### src/hdl/clx_pkg.sv
`timescale 1ns / 1ps
// clx_pkg: token kinds, scanner modes, character codes and keyword constants
// shared by the c subset lexer; no dependencies
package clx_pkg;

  localparam int unsigned KIND_BITS  = 5;
  localparam int unsigned KW_BITS    = 48;
  localparam int unsigned KW_CHARS   = 6;
  localparam int unsigned OUTQ_DEPTH = 4;
  localparam int unsigned OUTQ_PTR_BITS = $clog2(OUTQ_DEPTH);

  typedef enum logic [KIND_BITS-1:0] {
    K_NUMBER = 5'd0, K_NAME, K_STRING, K_INT, K_IF, K_ELSE, K_WHILE, K_FOR, K_PRINTF,
    K_PLUS, K_MINUS, K_MUL, K_DIV, K_MOD, K_EQ, K_NEQ, K_LT, K_GT, K_LEQ, K_GEQ,
    K_ASSIGN, K_INC, K_PLUSEQ, K_LPAREN, K_RPAREN, K_LBRACE, K_RBRACE, K_SEMI,
    K_COMMA, K_EOF
  } kind_e;

  typedef enum logic [5:0] {
    M_IDLE    = 6'b000001,
    M_NUMBER  = 6'b000010,
    M_NAME    = 6'b000100,
    M_STRING  = 6'b001000,
    M_COMMENT = 6'b010000,
    M_PENDING = 6'b100000
  } mode_e;

  // number of tokens written to the output queue in one cycle
  typedef struct packed {
    logic first;
    logic second;
  } push_t;

  localparam logic [7:0] CH_TAB    = 8'h09;
  localparam logic [7:0] CH_LF     = 8'h0A;
  localparam logic [7:0] CH_SPACE  = 8'h20;
  localparam logic [7:0] CH_BANG   = 8'h21;
  localparam logic [7:0] CH_QUOTE  = 8'h22;
  localparam logic [7:0] CH_HASH   = 8'h23;
  localparam logic [7:0] CH_PCT    = 8'h25;
  localparam logic [7:0] CH_LPAR   = 8'h28;
  localparam logic [7:0] CH_RPAR   = 8'h29;
  localparam logic [7:0] CH_STAR   = 8'h2A;
  localparam logic [7:0] CH_PLUS   = 8'h2B;
  localparam logic [7:0] CH_COMMA  = 8'h2C;
  localparam logic [7:0] CH_MINUS  = 8'h2D;
  localparam logic [7:0] CH_SLASH  = 8'h2F;
  localparam logic [7:0] CH_D0     = 8'h30;
  localparam logic [7:0] CH_D9     = 8'h39;
  localparam logic [7:0] CH_SEMI   = 8'h3B;
  localparam logic [7:0] CH_LT     = 8'h3C;
  localparam logic [7:0] CH_EQ     = 8'h3D;
  localparam logic [7:0] CH_GT     = 8'h3E;
  localparam logic [7:0] CH_UA     = 8'h41;
  localparam logic [7:0] CH_UZ     = 8'h5A;
  localparam logic [7:0] CH_USCORE = 8'h5F;
  localparam logic [7:0] CH_LA     = 8'h61;
  localparam logic [7:0] CH_LZ     = 8'h7A;
  localparam logic [7:0] CH_LBRACE = 8'h7B;
  localparam logic [7:0] CH_RBRACE = 8'h7D;

  // keywords, first character in the low byte
  localparam logic [KW_BITS-1:0] KW_INT    = 48'h0000_0074_6E69;
  localparam logic [KW_BITS-1:0] KW_IF     = 48'h0000_0000_6669;
  localparam logic [KW_BITS-1:0] KW_ELSE   = 48'h0000_6573_6C65;
  localparam logic [KW_BITS-1:0] KW_WHILE  = 48'h0065_6C69_6877;
  localparam logic [KW_BITS-1:0] KW_FOR    = 48'h0000_0072_6F66;
  localparam logic [KW_BITS-1:0] KW_PRINTF = 48'h6674_6E69_7270;

  function automatic logic is_digit(input logic [7:0] c);
    return (c >= CH_D0) && (c <= CH_D9);
  endfunction

  function automatic logic is_alpha(input logic [7:0] c);
    return ((c >= CH_LA) && (c <= CH_LZ)) || ((c >= CH_UA) && (c <= CH_UZ));
  endfunction

  function automatic logic is_single(input logic [7:0] c);
    logic hit;
    case (c)
      CH_PLUS, CH_MINUS, CH_STAR, CH_SLASH, CH_PCT, CH_LT, CH_GT, CH_EQ,
      CH_LPAR, CH_RPAR, CH_LBRACE, CH_RBRACE, CH_SEMI, CH_COMMA: hit = 1'b1;
      default: hit = 1'b0;
    endcase
    return hit;
  endfunction

  function automatic kind_e single_kind(input logic [7:0] c);
    kind_e k;
    unique case (c)
      CH_PLUS:   k = K_PLUS;
      CH_MINUS:  k = K_MINUS;
      CH_STAR:   k = K_MUL;
      CH_SLASH:  k = K_DIV;
      CH_PCT:    k = K_MOD;
      CH_LT:     k = K_LT;
      CH_GT:     k = K_GT;
      CH_EQ:     k = K_ASSIGN;
      CH_LPAR:   k = K_LPAREN;
      CH_RPAR:   k = K_RPAREN;
      CH_LBRACE: k = K_LBRACE;
      CH_RBRACE: k = K_RBRACE;
      CH_SEMI:   k = K_SEMI;
      CH_COMMA:  k = K_COMMA;
      default:   k = K_PLUS;
    endcase
    return k;
  endfunction

  // characters that may open a two-character operator or a comment
  function automatic logic is_pending_start(input logic [7:0] c);
    return (c == CH_EQ) || (c == CH_BANG) || (c == CH_LT) || (c == CH_GT) ||
           (c == CH_PLUS) || (c == CH_SLASH);
  endfunction

  function automatic kind_e name_kind(input logic too_long, input logic [KW_BITS-1:0] kw);
    kind_e k;
    k = K_NAME;
    if (!too_long) begin
      if (kw == KW_INT) k = K_INT;
      else if (kw == KW_IF) k = K_IF;
      else if (kw == KW_ELSE) k = K_ELSE;
      else if (kw == KW_WHILE) k = K_WHILE;
      else if (kw == KW_FOR) k = K_FOR;
      else if (kw == KW_PRINTF) k = K_PRINTF;
    end
    return k;
  endfunction

endpackage

### src/hdl/clx_if.sv
`timescale 1ns / 1ps
// clx_in_if and clx_out_if: valid/ready channels of the lexer
// depends on clx_pkg
interface clx_in_if;
  logic       valid;
  logic       ready;
  logic       func;
  logic [7:0] char_byte;
  modport source (output valid, func, char_byte, input ready);
  modport sink (input valid, func, char_byte, output ready);
endinterface

interface clx_out_if import clx_pkg::*; #(
  parameter int unsigned LINE_BITS   = 16,
  parameter int unsigned OFFSET_BITS = 24,
  parameter int unsigned LENGTH_BITS = 16
);
  logic                   valid;
  logic                   ready;
  logic [KIND_BITS-1:0]   token_kind;
  logic [LINE_BITS-1:0]   line_number;
  logic [OFFSET_BITS-1:0] start_offset;
  logic [LENGTH_BITS-1:0] token_length;
  logic                   last_of_run;
  modport source (output valid, token_kind, line_number, start_offset, token_length,
                  last_of_run, input ready);
  modport sink (input valid, token_kind, line_number, start_offset, token_length,
                last_of_run, output ready);
endinterface

### src/hdl/clx_core.sv
`timescale 1ns / 1ps
// clx_core: input register, scanner state and combinational token decision
// depends on clx_pkg and clx_in_if
module clx_core import clx_pkg::*; #(
  parameter int unsigned OFFSET_BITS = 24,
  parameter int unsigned LINE_BITS   = 16,
  parameter int unsigned LENGTH_BITS = 16,
  localparam int unsigned TOK_BITS = KIND_BITS + LINE_BITS + OFFSET_BITS + LENGTH_BITS + 1
) (
  input  logic                clk_i,
  input  logic                rst_ni,
  clx_in_if.sink              in_i,
  input  logic                room_i,
  output push_t               push_o,
  output logic [TOK_BITS-1:0] tok0_o,
  output logic [TOK_BITS-1:0] tok1_o
);

  typedef struct packed {
    logic [KIND_BITS-1:0]   kind;
    logic [LINE_BITS-1:0]   line;
    logic [OFFSET_BITS-1:0] start;
    logic [LENGTH_BITS-1:0] len;
    logic                   last;
  } tok_t;

  localparam logic [OFFSET_BITS-1:0] OFF_MAX  = {OFFSET_BITS{1'b1}};
  localparam logic [LINE_BITS-1:0]   LINE_MAX = {LINE_BITS{1'b1}};
  localparam logic [LENGTH_BITS-1:0] LEN_MAX  = {LENGTH_BITS{1'b1}};

  logic       in_v_q;
  logic       func_q;
  logic [7:0] char_q;
  logic       fire;

  mode_e                  mode_q, mode_d;
  logic [7:0]             pend_q, pend_d;
  logic [KW_BITS-1:0]     kw_q, kw_d;
  logic                   long_q, long_d;
  logic [OFFSET_BITS-1:0] tstart_q, tstart_d;
  logic [LENGTH_BITS-1:0] cnt_q, cnt_d;
  logic [OFFSET_BITS-1:0] byte_q, byte_d;
  logic [LINE_BITS-1:0]   line_q, line_d;

  logic [OFFSET_BITS-1:0] byte_inc;
  logic [LINE_BITS-1:0]   line_inc;
  logic [LENGTH_BITS-1:0] cnt_inc;

  logic                   fl_v, sec_v, go_idle;
  kind_e                  fl_kind, sec_kind, pair_kind;
  logic [OFFSET_BITS-1:0] fl_start, sec_start;
  logic [LENGTH_BITS-1:0] fl_len, sec_len;
  logic                   pair_v;
  tok_t                   fl_tok, sec_tok;

  assign fire       = in_v_q && room_i;
  assign in_i.ready = !in_v_q || room_i;

  always_ff @(posedge clk_i or negedge rst_ni) begin
    if (!rst_ni) begin
      in_v_q <= 1'b0;
    end else if (in_i.valid && in_i.ready) begin
      in_v_q <= 1'b1;
    end else if (fire) begin
      in_v_q <= 1'b0;
    end
  end

  always_ff @(posedge clk_i) begin
    if (in_i.valid && in_i.ready) begin
      func_q <= in_i.func;
      char_q <= in_i.char_byte;
    end
  end

  assign byte_inc = (byte_q == OFF_MAX) ? byte_q : byte_q + OFFSET_BITS'(1);
  assign line_inc = (line_q == LINE_MAX) ? line_q : line_q + LINE_BITS'(1);
  assign cnt_inc  = (cnt_q == LEN_MAX) ? cnt_q : cnt_q + LENGTH_BITS'(1);

  // two-character operators from the pending character and this byte
  always_comb begin
    pair_v    = 1'b0;
    pair_kind = K_EQ;
    if (char_q == CH_EQ) begin
      pair_v = 1'b1;
      if (pend_q == CH_EQ) pair_kind = K_EQ;
      else if (pend_q == CH_BANG) pair_kind = K_NEQ;
      else if (pend_q == CH_LT) pair_kind = K_LEQ;
      else if (pend_q == CH_GT) pair_kind = K_GEQ;
      else if (pend_q == CH_PLUS) pair_kind = K_PLUSEQ;
      else pair_v = 1'b0;
    end else if ((char_q == CH_PLUS) && (pend_q == CH_PLUS)) begin
      pair_v    = 1'b1;
      pair_kind = K_INC;
    end
  end

  always_comb begin
    mode_d   = mode_q;
    pend_d   = pend_q;
    kw_d     = kw_q;
    long_d   = long_q;
    tstart_d = tstart_q;
    cnt_d    = cnt_q;
    byte_d   = byte_inc;
    line_d   = line_q;
    fl_v     = 1'b0;
    fl_kind  = K_NUMBER;
    fl_start = tstart_q;
    fl_len   = cnt_q;
    sec_v    = 1'b0;
    sec_kind = K_EOF;
    sec_start = byte_q;
    sec_len  = '0;
    go_idle  = 1'b0;
    if (func_q) begin
      unique case (mode_q)
        M_NUMBER: fl_v = 1'b1;
        M_NAME: begin
          fl_v    = 1'b1;
          fl_kind = name_kind(long_q, kw_q);
        end
        M_STRING: begin
          fl_v    = 1'b1;
          fl_kind = K_STRING;
        end
        M_PENDING: begin
          fl_v    = (pend_q != CH_BANG);
          fl_kind = single_kind(pend_q);
          fl_len  = LENGTH_BITS'(1);
        end
        default: ;
      endcase
      sec_v    = 1'b1;
      mode_d   = M_IDLE;
      pend_d   = '0;
      kw_d     = '0;
      long_d   = 1'b0;
      tstart_d = '0;
      cnt_d    = '0;
      byte_d   = '0;
      line_d   = LINE_BITS'(1);
    end else begin
      unique case (mode_q)
        M_NUMBER: begin
          if (is_digit(char_q)) begin
            cnt_d = cnt_inc;
          end else begin
            fl_v    = 1'b1;
            go_idle = 1'b1;
          end
        end
        M_NAME: begin
          if (is_alpha(char_q) || is_digit(char_q) || (char_q == CH_USCORE)) begin
            for (int k = 0; k < KW_CHARS; k++) begin
              if (cnt_q == LENGTH_BITS'(k)) kw_d[8*k +: 8] = char_q;
            end
            if (cnt_q >= LENGTH_BITS'(KW_CHARS)) long_d = 1'b1;
            cnt_d = cnt_inc;
          end else begin
            fl_v    = 1'b1;
            fl_kind = name_kind(long_q, kw_q);
            go_idle = 1'b1;
          end
        end
        M_STRING: begin
          if (char_q == CH_QUOTE) begin
            fl_v    = 1'b1;
            fl_kind = K_STRING;
            mode_d  = M_IDLE;
          end else begin
            cnt_d = cnt_inc;
          end
        end
        M_COMMENT: begin
          if (char_q == CH_LF) begin
            line_d = line_inc;
            mode_d = M_IDLE;
          end
        end
        M_PENDING: begin
          if ((pend_q == CH_SLASH) && (char_q == CH_SLASH)) begin
            mode_d = M_COMMENT;
          end else if (pair_v) begin
            fl_v    = 1'b1;
            fl_kind = pair_kind;
            fl_len  = LENGTH_BITS'(2);
            mode_d  = M_IDLE;
          end else begin
            fl_v    = (pend_q != CH_BANG);
            fl_kind = single_kind(pend_q);
            fl_len  = LENGTH_BITS'(1);
            go_idle = 1'b1;
          end
        end
        default: go_idle = 1'b1;
      endcase
      if (go_idle) begin
        mode_d = M_IDLE;
        if (char_q == CH_LF) begin
          line_d = line_inc;
        end else if (char_q == CH_HASH) begin
          mode_d = M_COMMENT;
        end else if (char_q == CH_QUOTE) begin
          mode_d   = M_STRING;
          tstart_d = byte_inc;
          cnt_d    = '0;
        end else if (is_digit(char_q)) begin
          mode_d   = M_NUMBER;
          tstart_d = byte_q;
          cnt_d    = LENGTH_BITS'(1);
        end else if (is_alpha(char_q) || (char_q == CH_USCORE)) begin
          mode_d   = M_NAME;
          tstart_d = byte_q;
          kw_d     = {{(KW_BITS-8){1'b0}}, char_q};
          long_d   = 1'b0;
          cnt_d    = LENGTH_BITS'(1);
        end else if (is_pending_start(char_q)) begin
          mode_d   = M_PENDING;
          pend_d   = char_q;
          tstart_d = byte_q;
        end else if (is_single(char_q)) begin
          sec_v    = 1'b1;
          sec_kind = single_kind(char_q);
          sec_len  = LENGTH_BITS'(1);
        end
      end
    end
  end

  always_ff @(posedge clk_i or negedge rst_ni) begin
    if (!rst_ni) begin
      mode_q   <= M_IDLE;
      pend_q   <= '0;
      kw_q     <= '0;
      long_q   <= 1'b0;
      tstart_q <= '0;
      cnt_q    <= '0;
      byte_q   <= '0;
      line_q   <= LINE_BITS'(1);
    end else if (fire) begin
      mode_q   <= mode_d;
      pend_q   <= pend_d;
      kw_q     <= kw_d;
      long_q   <= long_d;
      tstart_q <= tstart_d;
      cnt_q    <= cnt_d;
      byte_q   <= byte_d;
      line_q   <= line_d;
    end
  end

  assign fl_tok  = '{kind: fl_kind, line: line_q, start: fl_start, len: fl_len,
                     last: !sec_v};
  assign sec_tok = '{kind: sec_kind, line: line_q, start: sec_start, len: sec_len,
                     last: 1'b1};

  assign tok0_o        = fl_v ? fl_tok : sec_tok;
  assign tok1_o        = sec_tok;
  assign push_o.first  = fire && (fl_v || sec_v);
  assign push_o.second = fire && fl_v && sec_v;

endmodule

### src/hdl/clx_outq.sv
`timescale 1ns / 1ps
// clx_outq: four-entry token queue, up to two writes and one read per cycle
// depends on clx_pkg and clx_out_if
module clx_outq import clx_pkg::*; #(
  parameter int unsigned OFFSET_BITS = 24,
  parameter int unsigned LINE_BITS   = 16,
  parameter int unsigned LENGTH_BITS = 16,
  localparam int unsigned TOK_BITS = KIND_BITS + LINE_BITS + OFFSET_BITS + LENGTH_BITS + 1
) (
  input  logic                clk_i,
  input  logic                rst_ni,
  input  push_t               push_i,
  input  logic [TOK_BITS-1:0] tok0_i,
  input  logic [TOK_BITS-1:0] tok1_i,
  output logic                room_o,
  clx_out_if.source           out_o
);

  typedef struct packed {
    logic [KIND_BITS-1:0]   kind;
    logic [LINE_BITS-1:0]   line;
    logic [OFFSET_BITS-1:0] start;
    logic [LENGTH_BITS-1:0] len;
    logic                   last;
  } tok_t;

  localparam int unsigned CNT_BITS = OUTQ_PTR_BITS + 1;

  tok_t                     mem_q [OUTQ_DEPTH];
  logic [OUTQ_PTR_BITS-1:0] wr_q, wr_d, rd_q, rd_d, wr_next;
  logic [CNT_BITS-1:0]      cnt_q, cnt_d;
  logic                     pop;
  tok_t                     head;

  assign pop     = out_o.valid && out_o.ready;
  assign wr_next = wr_q + OUTQ_PTR_BITS'(1);

  always_comb begin
    wr_d  = wr_q;
    rd_d  = rd_q;
    cnt_d = cnt_q;
    if (push_i.second) begin
      wr_d  = wr_q + OUTQ_PTR_BITS'(2);
      cnt_d = cnt_d + CNT_BITS'(2);
    end else if (push_i.first) begin
      wr_d  = wr_next;
      cnt_d = cnt_d + CNT_BITS'(1);
    end
    if (pop) begin
      rd_d  = rd_q + OUTQ_PTR_BITS'(1);
      cnt_d = cnt_d - CNT_BITS'(1);
    end
  end

  always_ff @(posedge clk_i or negedge rst_ni) begin
    if (!rst_ni) begin
      wr_q  <= '0;
      rd_q  <= '0;
      cnt_q <= '0;
    end else begin
      wr_q  <= wr_d;
      rd_q  <= rd_d;
      cnt_q <= cnt_d;
    end
  end

  always_ff @(posedge clk_i) begin
    if (push_i.first) mem_q[wr_q] <= tok0_i;
    if (push_i.second) mem_q[wr_next] <= tok1_i;
  end

  assign room_o = (cnt_q <= CNT_BITS'(OUTQ_DEPTH - 2));

  assign head               = mem_q[rd_q];
  assign out_o.valid        = (cnt_q != '0);
  assign out_o.token_kind   = head.kind;
  assign out_o.line_number  = head.line;
  assign out_o.start_offset = head.start;
  assign out_o.token_length = head.len;
  assign out_o.last_of_run  = head.last;

endmodule

### src/hdl/c_subset_lexer_unit.sv
`timescale 1ns / 1ps
// c_subset_lexer_unit: streaming tokenizer for a small c subset
// depends on clx_pkg, clx_if, clx_core and clx_outq
//
// in_i carries one source byte per transfer (func 0) or the end of the
// source (func 1). out_o carries tokens: kind, start line, start byte
// offset, length and last_of_run, which marks the final token of a byte.
// A byte yields zero, one or two tokens; the end item yields any pending
// token and then EOF, after which a new source starts at line 1.
// A byte waits in the input register until the queue has room; it is then
// decided and its tokens are written to the queue, whose head drives out_o.
// Throughput: one byte per cycle while out_o takes a token per cycle; the
// four-entry output queue absorbs bytes that give two tokens.
// When out_o stalls, the queue fills and in_i.ready drops once fewer than
// two entries are free and the input register holds a byte.
// Reset clears the scanner to line 1, offset 0 and empties the queue.
module c_subset_lexer_unit import clx_pkg::*; #(
  parameter int unsigned OFFSET_BITS = 24,
  parameter int unsigned LINE_BITS   = 16,
  parameter int unsigned LENGTH_BITS = 16
) (
  input  logic      clk_i,
  input  logic      rst_ni,
  clx_in_if.sink    in_i,
  clx_out_if.source out_o
);

  localparam int unsigned TOK_BITS = KIND_BITS + LINE_BITS + OFFSET_BITS + LENGTH_BITS + 1;

  push_t               push;
  logic                room;
  logic [TOK_BITS-1:0] tok0, tok1;

  clx_core #(
    .OFFSET_BITS (OFFSET_BITS),
    .LINE_BITS   (LINE_BITS),
    .LENGTH_BITS (LENGTH_BITS)
  ) u_core (
    .clk_i  (clk_i),
    .rst_ni (rst_ni),
    .in_i   (in_i),
    .room_i (room),
    .push_o (push),
    .tok0_o (tok0),
    .tok1_o (tok1)
  );

  clx_outq #(
    .OFFSET_BITS (OFFSET_BITS),
    .LINE_BITS   (LINE_BITS),
    .LENGTH_BITS (LENGTH_BITS)
  ) u_outq (
    .clk_i  (clk_i),
    .rst_ni (rst_ni),
    .push_i (push),
    .tok0_i (tok0),
    .tok1_i (tok1),
    .room_o (room),
    .out_o  (out_o)
  );

endmodule
### src/flat_wrapper.sv
// flat-port wrapper written by rule: the top's interface ports become plain ports
module c_subset_lexer_unit_flat import clx_pkg::*;
#(
  parameter int unsigned OFFSET_BITS = 24,
  parameter int unsigned LINE_BITS   = 16,
  parameter int unsigned LENGTH_BITS = 16
)
  (clk_i, rst_ni, in_i_valid, in_i_func, in_i_char_byte, in_i_ready, out_o_valid, out_o_token_kind, out_o_line_number, out_o_start_offset, out_o_token_length, out_o_last_of_run, out_o_ready);
  clx_in_if in_i_i ();
  clx_out_if #(.LINE_BITS(LINE_BITS), .OFFSET_BITS(OFFSET_BITS), .LENGTH_BITS(LENGTH_BITS)) out_o_i ();
  input  logic clk_i;
  input  logic rst_ni;
  input wire logic [$bits(in_i_i.valid)-1:0] in_i_valid;
  input wire logic [$bits(in_i_i.func)-1:0] in_i_func;
  input wire logic [$bits(in_i_i.char_byte)-1:0] in_i_char_byte;
  output wire logic [$bits(in_i_i.ready)-1:0] in_i_ready;
  output wire logic [$bits(out_o_i.valid)-1:0] out_o_valid;
  output wire logic [$bits(out_o_i.token_kind)-1:0] out_o_token_kind;
  output wire logic [$bits(out_o_i.line_number)-1:0] out_o_line_number;
  output wire logic [$bits(out_o_i.start_offset)-1:0] out_o_start_offset;
  output wire logic [$bits(out_o_i.token_length)-1:0] out_o_token_length;
  output wire logic [$bits(out_o_i.last_of_run)-1:0] out_o_last_of_run;
  input wire logic [$bits(out_o_i.ready)-1:0] out_o_ready;
  assign in_i_i.valid = in_i_valid;
  assign in_i_i.func = in_i_func;
  assign in_i_i.char_byte = in_i_char_byte;
  assign in_i_ready = in_i_i.ready;
  assign out_o_valid = out_o_i.valid;
  assign out_o_token_kind = out_o_i.token_kind;
  assign out_o_line_number = out_o_i.line_number;
  assign out_o_start_offset = out_o_i.start_offset;
  assign out_o_token_length = out_o_i.token_length;
  assign out_o_last_of_run = out_o_i.last_of_run;
  assign out_o_i.ready = out_o_ready;
  c_subset_lexer_unit #(.OFFSET_BITS(OFFSET_BITS), .LINE_BITS(LINE_BITS), .LENGTH_BITS(LENGTH_BITS)) u_core (.clk_i(clk_i), .rst_ni(rst_ni), .in_i(in_i_i), .out_o(out_o_i));
endmodule
### config.mk
export PLATFORM = sky130hd
export DESIGN_NAME = c_subset_lexer_unit_flat
export DESIGN_NICKNAME = d
export VERILOG_FILES = /design/src/hdl/clx_pkg.sv /design/src/hdl/clx_if.sv /design/src/hdl/clx_core.sv /design/src/hdl/clx_outq.sv /design/src/hdl/c_subset_lexer_unit.sv /design/src/flat_wrapper.sv
export SDC_FILE = /design/constraint.sdc
export NUM_CORES = 1
export LEC_CHECK = 0
export ABC_AREA = 1
export BUFFER_PORTS_ARGS = -buffer_cell sky130_fd_sc_hd__buf_2
export CAP_MARGIN = 20
export CORE_UTILIZATION = 62
export DETAILED_ROUTE_END_ITERATION = 12
export PLACE_DENSITY = 0.8
export SETUP_SLACK_MARGIN = 0.4
export SYNTH_ARGS = -nofsm -noshare
export SYNTH_HDL_FRONTEND = slang
export SYNTH_HIERARCHICAL = 1
export SYNTH_SLANG_ARGS = --single-unit
### constraint.sdc
create_clock -name clk_i -period 7.91 [get_ports clk_i]
set_input_delay 0.3955 -clock clk_i [delete_from_list [all_inputs] [get_ports clk_i]]
set_output_delay 0.3955 -clock clk_i [all_outputs]
set_load 0.02 [all_outputs]
-- After elaboration in Yosys (flattened, before gate mapping)
Memory sizes are Yosys's and may differ from the RTL's.
Cells that the tools add are included.
- output and inout port bits: 64
- input bits: 13
- bits in registers: 160
- memories kept: 1
- memory bits (writable): 248
- equal/unequal tests: 62
- reductions and logical operators: 38
- order comparisons: 8
- add/sub/neg operators: 9
- mux-type cells: 169
- memories (name ; depth ; width ; read ports ; clocked after Yosys merged registers in ; write ports ; line ; source):
    u_core.u_outq.mem_q ; 4 ; 62 ; 1 ; 0 ; 2 ; clx_outq.sv:29 ; tok_t mem_q [OUTQ_DEPTH];
- operators with widths (operator ; count):
    $mux W48 ; 9
    $mux W16 ; 21
    $mux W24 ; 10
    $eq A8 B6 Y1 const B ; 28
    $pmux W5 S13 ; 2
    $mux W8 ; 14
    $mux W5 ; 20
    $eq A48 B23 Y1 const B ; 2
    $mux W6 ; 12
    $mux W62 ; 1
    $mux W1 ; 59
    $eq A48 B15 Y1 const B ; 1
    $eq A48 B31 Y1 const B ; 1
    $eq A48 B39 Y1 const B ; 1
    $eq A48 B47 Y1 const B ; 1
    $pmux W16 S3 ; 1
    $eq A8 B7 Y1 const B ; 5
    $add A16 B1 Y16 const B ; 2
    $eq A16 B16 Y1 const B ; 2
    $eq A16 B2 Y1 const B ; 2
    $eq A16 B3 Y1 const B ; 2
    $pmux W5 S3 ; 2
    $mux W4 ; 7
    $add A24 B1 Y24 const B ; 1
    40 further kinds ; 80

-- Longest topological paths before layout
- depth after elaboration: 29
- mapped depth: 28

-- Cells and area by module
Netlist, hierarchy kept.
- modules (own cells, without submodules) (module ; instances ; seq. area each (um^2) ; cells each ; area an instance (um^2)):
    clx_outq ; 1 ; 7622.3 ; 1285 ; 12480.7
    clx_core ; 1 ; 3876.2 ; 1803 ; 11552.3

-- Worst setup path after synthesis
No wires, ideal clock.
- path type: reg-to-reg
- start: reg u_core.u_core.mode_q[0]
- end: mem u_core/u_outq/mem_q[3][0] (netlist bit) (enable)
- clock period less this slack: 4.066 ns
- arrival: 3.645 ns
- data required time: 7.489 ns
- path slack: 3.844 ns
- path buffers: 3
- library setup time: 0.421 ns
- stages on the path, launching flop included: 17
- cell sequence: dfstp_2 -> nor2_1 -> and2_1 -> nand3_2 -> nand2_1 -> nor3_2 -> nor2_8 -> nand2_4 -> buf_6 -> nand2_1 -> nand2_1 -> nand2_1 -> nor2_1 -> buf_6 -> nand2_4 -> clkbuf_2 -> nand2_1
- RTL lines (element ; line ; source):
    from (decl) ; clx_core.sv:36 ; mode_e mode_q, mode_d;
    from (signal assigned) ; clx_core.sv:242 ; mode_q <= mode_d;
    to (decl) ; clx_outq.sv:29 ;

==> run_summary.xml <==
<?xml version="1.0" encoding="UTF-8"?>
<metrics>
  <group name="clocking">
    <metric name="clkSlewWorstSetupHoldPaths" unit="ns">0.06</metric>
    <metric name="tritoncts_clock_tree" unit="">yes</metric>
    <metric name="clkSinkCount" unit="">408</metric>
    <metric name="cts_buffer_depth" unit="">3</metric>
    <metric name="cts-buffers-inserted" unit="">44</metric>
    <metric name="insertion_delay" unit="ns">0.59</metric>
    <metric name="ctsResizeCount" unit="">0</metric>
    <metric name="h-tree-depth" unit="">2</metric>
    <metric name="cts_root_buf" unit="">sky130_fd_sc_hd__clkbuf_16</metric>
  </group>
  <group name="timing">
    <metric name="finClkSkew" unit="ns">0.0189</metric>
    <metric name="final_min_period" unit="ns">5.72</metric>
    <metric name="hold_ws" unit="ns">0.104</metric>
    <metric name="finalMaxSlewViolations" unit="">0</metric>
    <metric name="setup_viol_count_final" unit="">0</metric>
    <metric name="finalSetupTns" unit="ns">0</metric>
    <metric name="worst_pin_slew" unit="ns">1.06</metric>
    <metric name="post-route-worst-setup-slack" unit="ns">2.19</metric>
    <metric name="rsz0062_at_grt" unit="">false</metric>
    <metric name="hold_viol" unit="">0</metric>
    <metric name="period_share" unit="%">72.3</metric>
    <metric name="slew-limit-headroom" unit="%">29.7</metric>
    <metric name="fmaxAchievable" unit="GHz">0.175</metric>
  </group>
  <group name="grt">
    <metric name="gr-total-overflow" unit="">0</metric>
    <metric name="number_of_antenna_violations_at_the_first_check_in_global_routing" unit="">0</metric>
    <metric name="grt_pass1_wl" unit="um">104000</metric>
    <metric name="grt_max_degree" unit="">108</metric>
    <metric name="grtUsageTotal" unit="%">33.7</metric>
    <metric name="number_of_global_route_vias_before_repair" unit="">20006</metric>
  </group>
  <group name="layout">
    <metric name="regArea" unit="um2">11500</metric>
    <metric name="fillers" unit="">3081</metric>
    <metric name="design.final.nets" unit="">3096</metric>
    <metric name="antenna_diodes" unit="">0</metric>
    <metric name="combined_area_of_the_multi_input_logic_cells" unit="um2">10500</metric>
    <metric name="drive_gt1_share" unit="%">8.31</metric>
    <metric name="syn_to_final_growth" unit="%">7.37</metric>
    <metric name="final_core_util" unit="%">68.0</metric>
  </group>
  <group name="floorplanning">
    <metric name="row_count" unit="">71</metric>
    <metric name="chipHeight" unit="um">199</metric>
    <metric name="die_width" unit="um">199</metric>
    <metric name="boundaryPins" unit="">77</metric>
    <metric name="design.core.area" unit="um2">37900</metric>
    <metric name="dieArea" unit="um2">39600</metric>
    <metric name="initial_utilization" unit="%">63.4</metric>
  </group>
  <group name="synthesis">
    <metric name="yosys_warn_count" unit="">6</metric>
    <metric name="post_synth_inst_count" unit="">3088</metric>
    <metric name="asyncSetResetFlopFracSynth" unit="%">37.0</metric>
    <metric name="synth-seq-cells" unit="">408</metric>
    <metric name="synth.lib_cells_used.distinct" unit="">51</metric>
    <metric name="avgSynthCellArea" unit="um2">7.78</metric>
    <metric name="synth_seq_area_share" unit="%">47.8</metric>
    <metric name="syn_area" unit="um2">24000</metric>
    <metric name="synth_enable_flop_cells" unit="">257</metric>
    <metric name="synth-main-ff-cell" unit="">sky130_fd_sc_hd__edfxtp_1</metric>
  </group>
  <group name="min_path">
    <metric name="hp-class" unit="">input pin to flop</metric>
  </group>
  <group name="detailed_routing">
    <metric name="drc" unit="">0</metric>
    <metric name="ant_nets" unit="">0</metric>
    <metric name="detailedRoute.firstIterationViolations" unit="">2444</metric>
    <metric name="detailroute.via_count" unit="">21531</metric>
    <metric name="drt_wl_total" unit="um">66200</metric>
    <metric name="wl_per_cell" unit="um">18.3</metric>
    <metric name="drt_first_pass_iters" unit="">8</metric>
    <metric name="routed_via_density" unit="">5.96</metric>
  </group>
  <group name="worst_setup_path">
    <metric name="worstSetupPathType" unit="">flop to flop</metric>
    <metric name="crit_path_max_fanout" unit="">64</metric>
    <metric name="cp_cell_sequence" unit="">inv_2 -&gt; nand2_1 -&gt; inv_1 -&gt; nand2_1 -&gt; nor3_1 -&gt; nand2_1 -&gt; nand3_1 -&gt; nand2_1 -&gt; nand2_1 -&gt; nand2_1 -&gt; nand2_1 -&gt; buf_4 -&gt; nand2_1 -&gt; nor2_1 -&gt; nand2_4 -&gt; nand2_2 -&gt; buf_4</metric>
    <metric name="capturing_element_type_of_the_critical_path" unit="">flop</metric>
    <metric name="setup.worst_path.start_class" unit="">flop</metric>
    <metric name="cp_slowest_stage_delay" unit="ns">0.87</metric>
    <metric name="cp.arrival" unit="ns">5.93</metric>
    <metric name="worst_path_most_repeated_cell" unit="">sky130_fd_sc_hd__nand2_1</metric>
    <metric name="timing.critical_path.max_delay_family" unit="">simple AND/OR/NAND/NOR gates</metric>
    <metric name="critPathSlowestCell" unit="">sky130_fd_sc_hd__nand2_2</metric>
    <metric name="crit_buf_inv" unit="">4</metric>
    <metric name="critical_path_data_required_time" unit="ns">8.12</metric>
  </group>
  <group name="placed_design">
    <metric name="detailedPlace.worstSlack" unit="ns">2.31</metric>
    <metric name="place_hpwl" unit="um">43500</metric>
    <metric name="numPortBuffers" unit="">76</metric>
    <metric name="gpl.final_weighted_congestion" unit="">0.971</metric>
  </group>
  <group name="power">
    <metric name="worst_ir_drop_vdd" unit="mV">0.170</metric>
    <metric name="static-leakage-power" unit="nW">10.3</metric>
    <metric name="power.total" unit="W">0.00779</metric>
    <metric name="powerDensity" unit="nW/um2">302</metric>
  </group>
  <group name="flow_run">
    <metric name="max-cap-violations" unit="">0</metric>
  </group>
  <group name="run_status">
    <metric name="outcome" unit="">finished, final reports clean</metric>
  </group>
</metrics>
area by class of cell:
cell class              instances  share of cell area [%]
multi-input cells            2240                    40.5
clock buffers                  65                    5.04
clock inverters                16                   0.849
well taps                     511                    2.48
inverters                     263                    3.84
flip-flops and latches        408                    44.6
repair buffers                111                    2.70
worst reg2reg max path: cells and delay by family (launching register included):
kind	cells	cell delay, ns
simple gates	13	3.51
buf+inv	4	1.32
flops	1	0.52
routing by layer:
layer / vias to the layer above / part of all wire (%) / global-route usage, %
li1: 10240 / - / -
met1: 10038 / 41 / 46.1
met2: 1098 / 47 / 54.9
met3: 155 / 9.2 / 3.58
met4: 0 / 3.4 / 14.1
met5: - / 0 / 0
layout by cell type (no fill, tap or decap), types with 25 or more instances in the layout:
cell type,count
sky130_fd_sc_hd__a21oi_1,36
sky130_fd_sc_hd__buf_2,75
sky130_fd_sc_hd__clkbuf_16,45
sky130_fd_sc_hd__dfrtp_1,147
sky130_fd_sc_hd__edfxtp_1,257
sky130_fd_sc_hd__inv_1,244
sky130_fd_sc_hd__nand2_1,871
sky130_fd_sc_hd__nand3_1,164
sky130_fd_sc_hd__nand4_1,42
sky130_fd_sc_hd__nor2_1,318
sky130_fd_sc_hd__nor3_1,32
sky130_fd_sc_hd__o21ai_0,295
sky130_fd_sc_hd__o21ai_1,237
sky130_fd_sc_hd__o22ai_1,78
sky130_fd_sc_hd__xor2_1,25
kinds of logic after synthesis:
logic type      Yosys count  share of synthesized area (%)
flops                   408                           47.8
xor+xnor                 26                          0.948
compound gates          683                           15.4
fa+ha+maj                15                          0.781
buf+inv                 454                           8.96
simple gates           1500                           26.1
other cells               2                         0.0312
stage by stage:
step	cell area, um2	cells
after floorplan	24100	3102
after global placement	24100	3521
after CTS	25800	3612
final	25800	3614
after detailed placement	24100	3521
after global routing	25800	3614
cell usage after synthesis, types with 2 or more instances:
master	n	area share (%)
sky130_fd_sc_hd__conb_1	2	0.031
sky130_fd_sc_hd__nor2_1	319	5.0
sky130_fd_sc_hd__nor3b_1	5	0.16
sky130_fd_sc_hd__o21ai_0	295	6.1
sky130_fd_sc_hd__inv_2	15	0.23
sky130_fd_sc_hd__buf_1	7	0.11
sky130_fd_sc_hd__clkbuf_1	61	0.95
sky130_fd_sc_hd__buf_6	24	1.1
sky130_fd_sc_hd__nand3_1	164	3.4
sky130_fd_sc_hd__o21ai_1	237	4.9
sky130_fd_sc_hd__or2_2	7	0.18
sky130_fd_sc_hd__inv_1	245	3.8
sky130_fd_sc_hd__nor2_2	7	0.18
sky130_fd_sc_hd__edfxtp_1	257	32
sky130_fd_sc_hd__nand2_2	17	0.44
sky130_fd_sc_hd__buf_2	38	0.79
sky130_fd_sc_hd__clkbuf_2	4	0.083
sky130_fd_sc_hd__dfrtp_1	149	16
sky130_fd_sc_hd__o22ai_2	13	0.68
sky130_fd_sc_hd__o22ai_1	78	2.0
sky130_fd_sc_hd__a21oi_1	36	0.75
sky130_fd_sc_hd__and2_1	3	0.078
sky130_fd_sc_hd__ha_1	15	0.78
sky130_fd_sc_hd__nand3b_1	8	0.25
sky130_fd_sc_hd__nand2_1	876	14
sky130_fd_sc_hd__nand4_1	42	1.1
sky130_fd_sc_hd__clkinv_1	2	0.031
sky130_fd_sc_hd__xor2_1	25	0.91
sky130_fd_sc_hd__nor3_1	33	0.69
sky130_fd_sc_hd__a22oi_1	15	0.47
sky130_fd_sc_hd__nand2_4	8	0.37
sky130_fd_sc_hd__nand3_2	3	0.12
sky130_fd_sc_hd__dfstp_2	2	0.22
sky130_fd_sc_hd__buf_4	57	1.8
sky130_fd_sc_hd__o211ai_1	3	0.094
worst paths after layout:
check,end,cells after the start,start,slack (ns)
worst max-delay path,u_core/u_outq/mem_q[3][29],17,u_core/u_core/char_q[1],2.19
worst min-delay path,u_core/u_outq/rd_q[0],3,out_o_ready,0.10
worst max register to register,u_core/u_outq/mem_q[3][29],17,u_core/u_core/char_q[1],2.19
worst min register to register,u_core/u_core/fl_start[0],2,u_core/u_core/fl_start[0],0.48
max in group asynchronous,u_core/u_core/fl_start[17],3,rst_ni,6.48
min in group asynchronous,u_core/u_core/kw_q[47],2,rst_ni,0.35
timing repair:
item | CTS | global route
hold buffers | 10 | 1
hold endpoints to repair | 10 | 52
setup buffers | 0 | 0
power by group:
group	leakage [nW]	internal, W	switching [W]
clock network	0.742	0.00128	0.000869
registers	4.39	0.00260	0.000216
logic	5.21	0.000748	0.00208
total	10.3	0.00462	0.00317
registers in the layout, summed over array words and instances (netlist names), 6 cells and up:
name,cells
u_core/u_core/cnt_q,16
u_core/u_core/mode_q,6
u_core/u_outq/mem_q,248
u_core/u_core/pend_q,8
u_core/u_core/byte_q,24
u_core/u_core/char_q,8
u_core/u_core/fl_start,24
u_core/u_core/line_q,16
u_core/u_core/kw_q,48
Power figures use the tool's default switching activity.
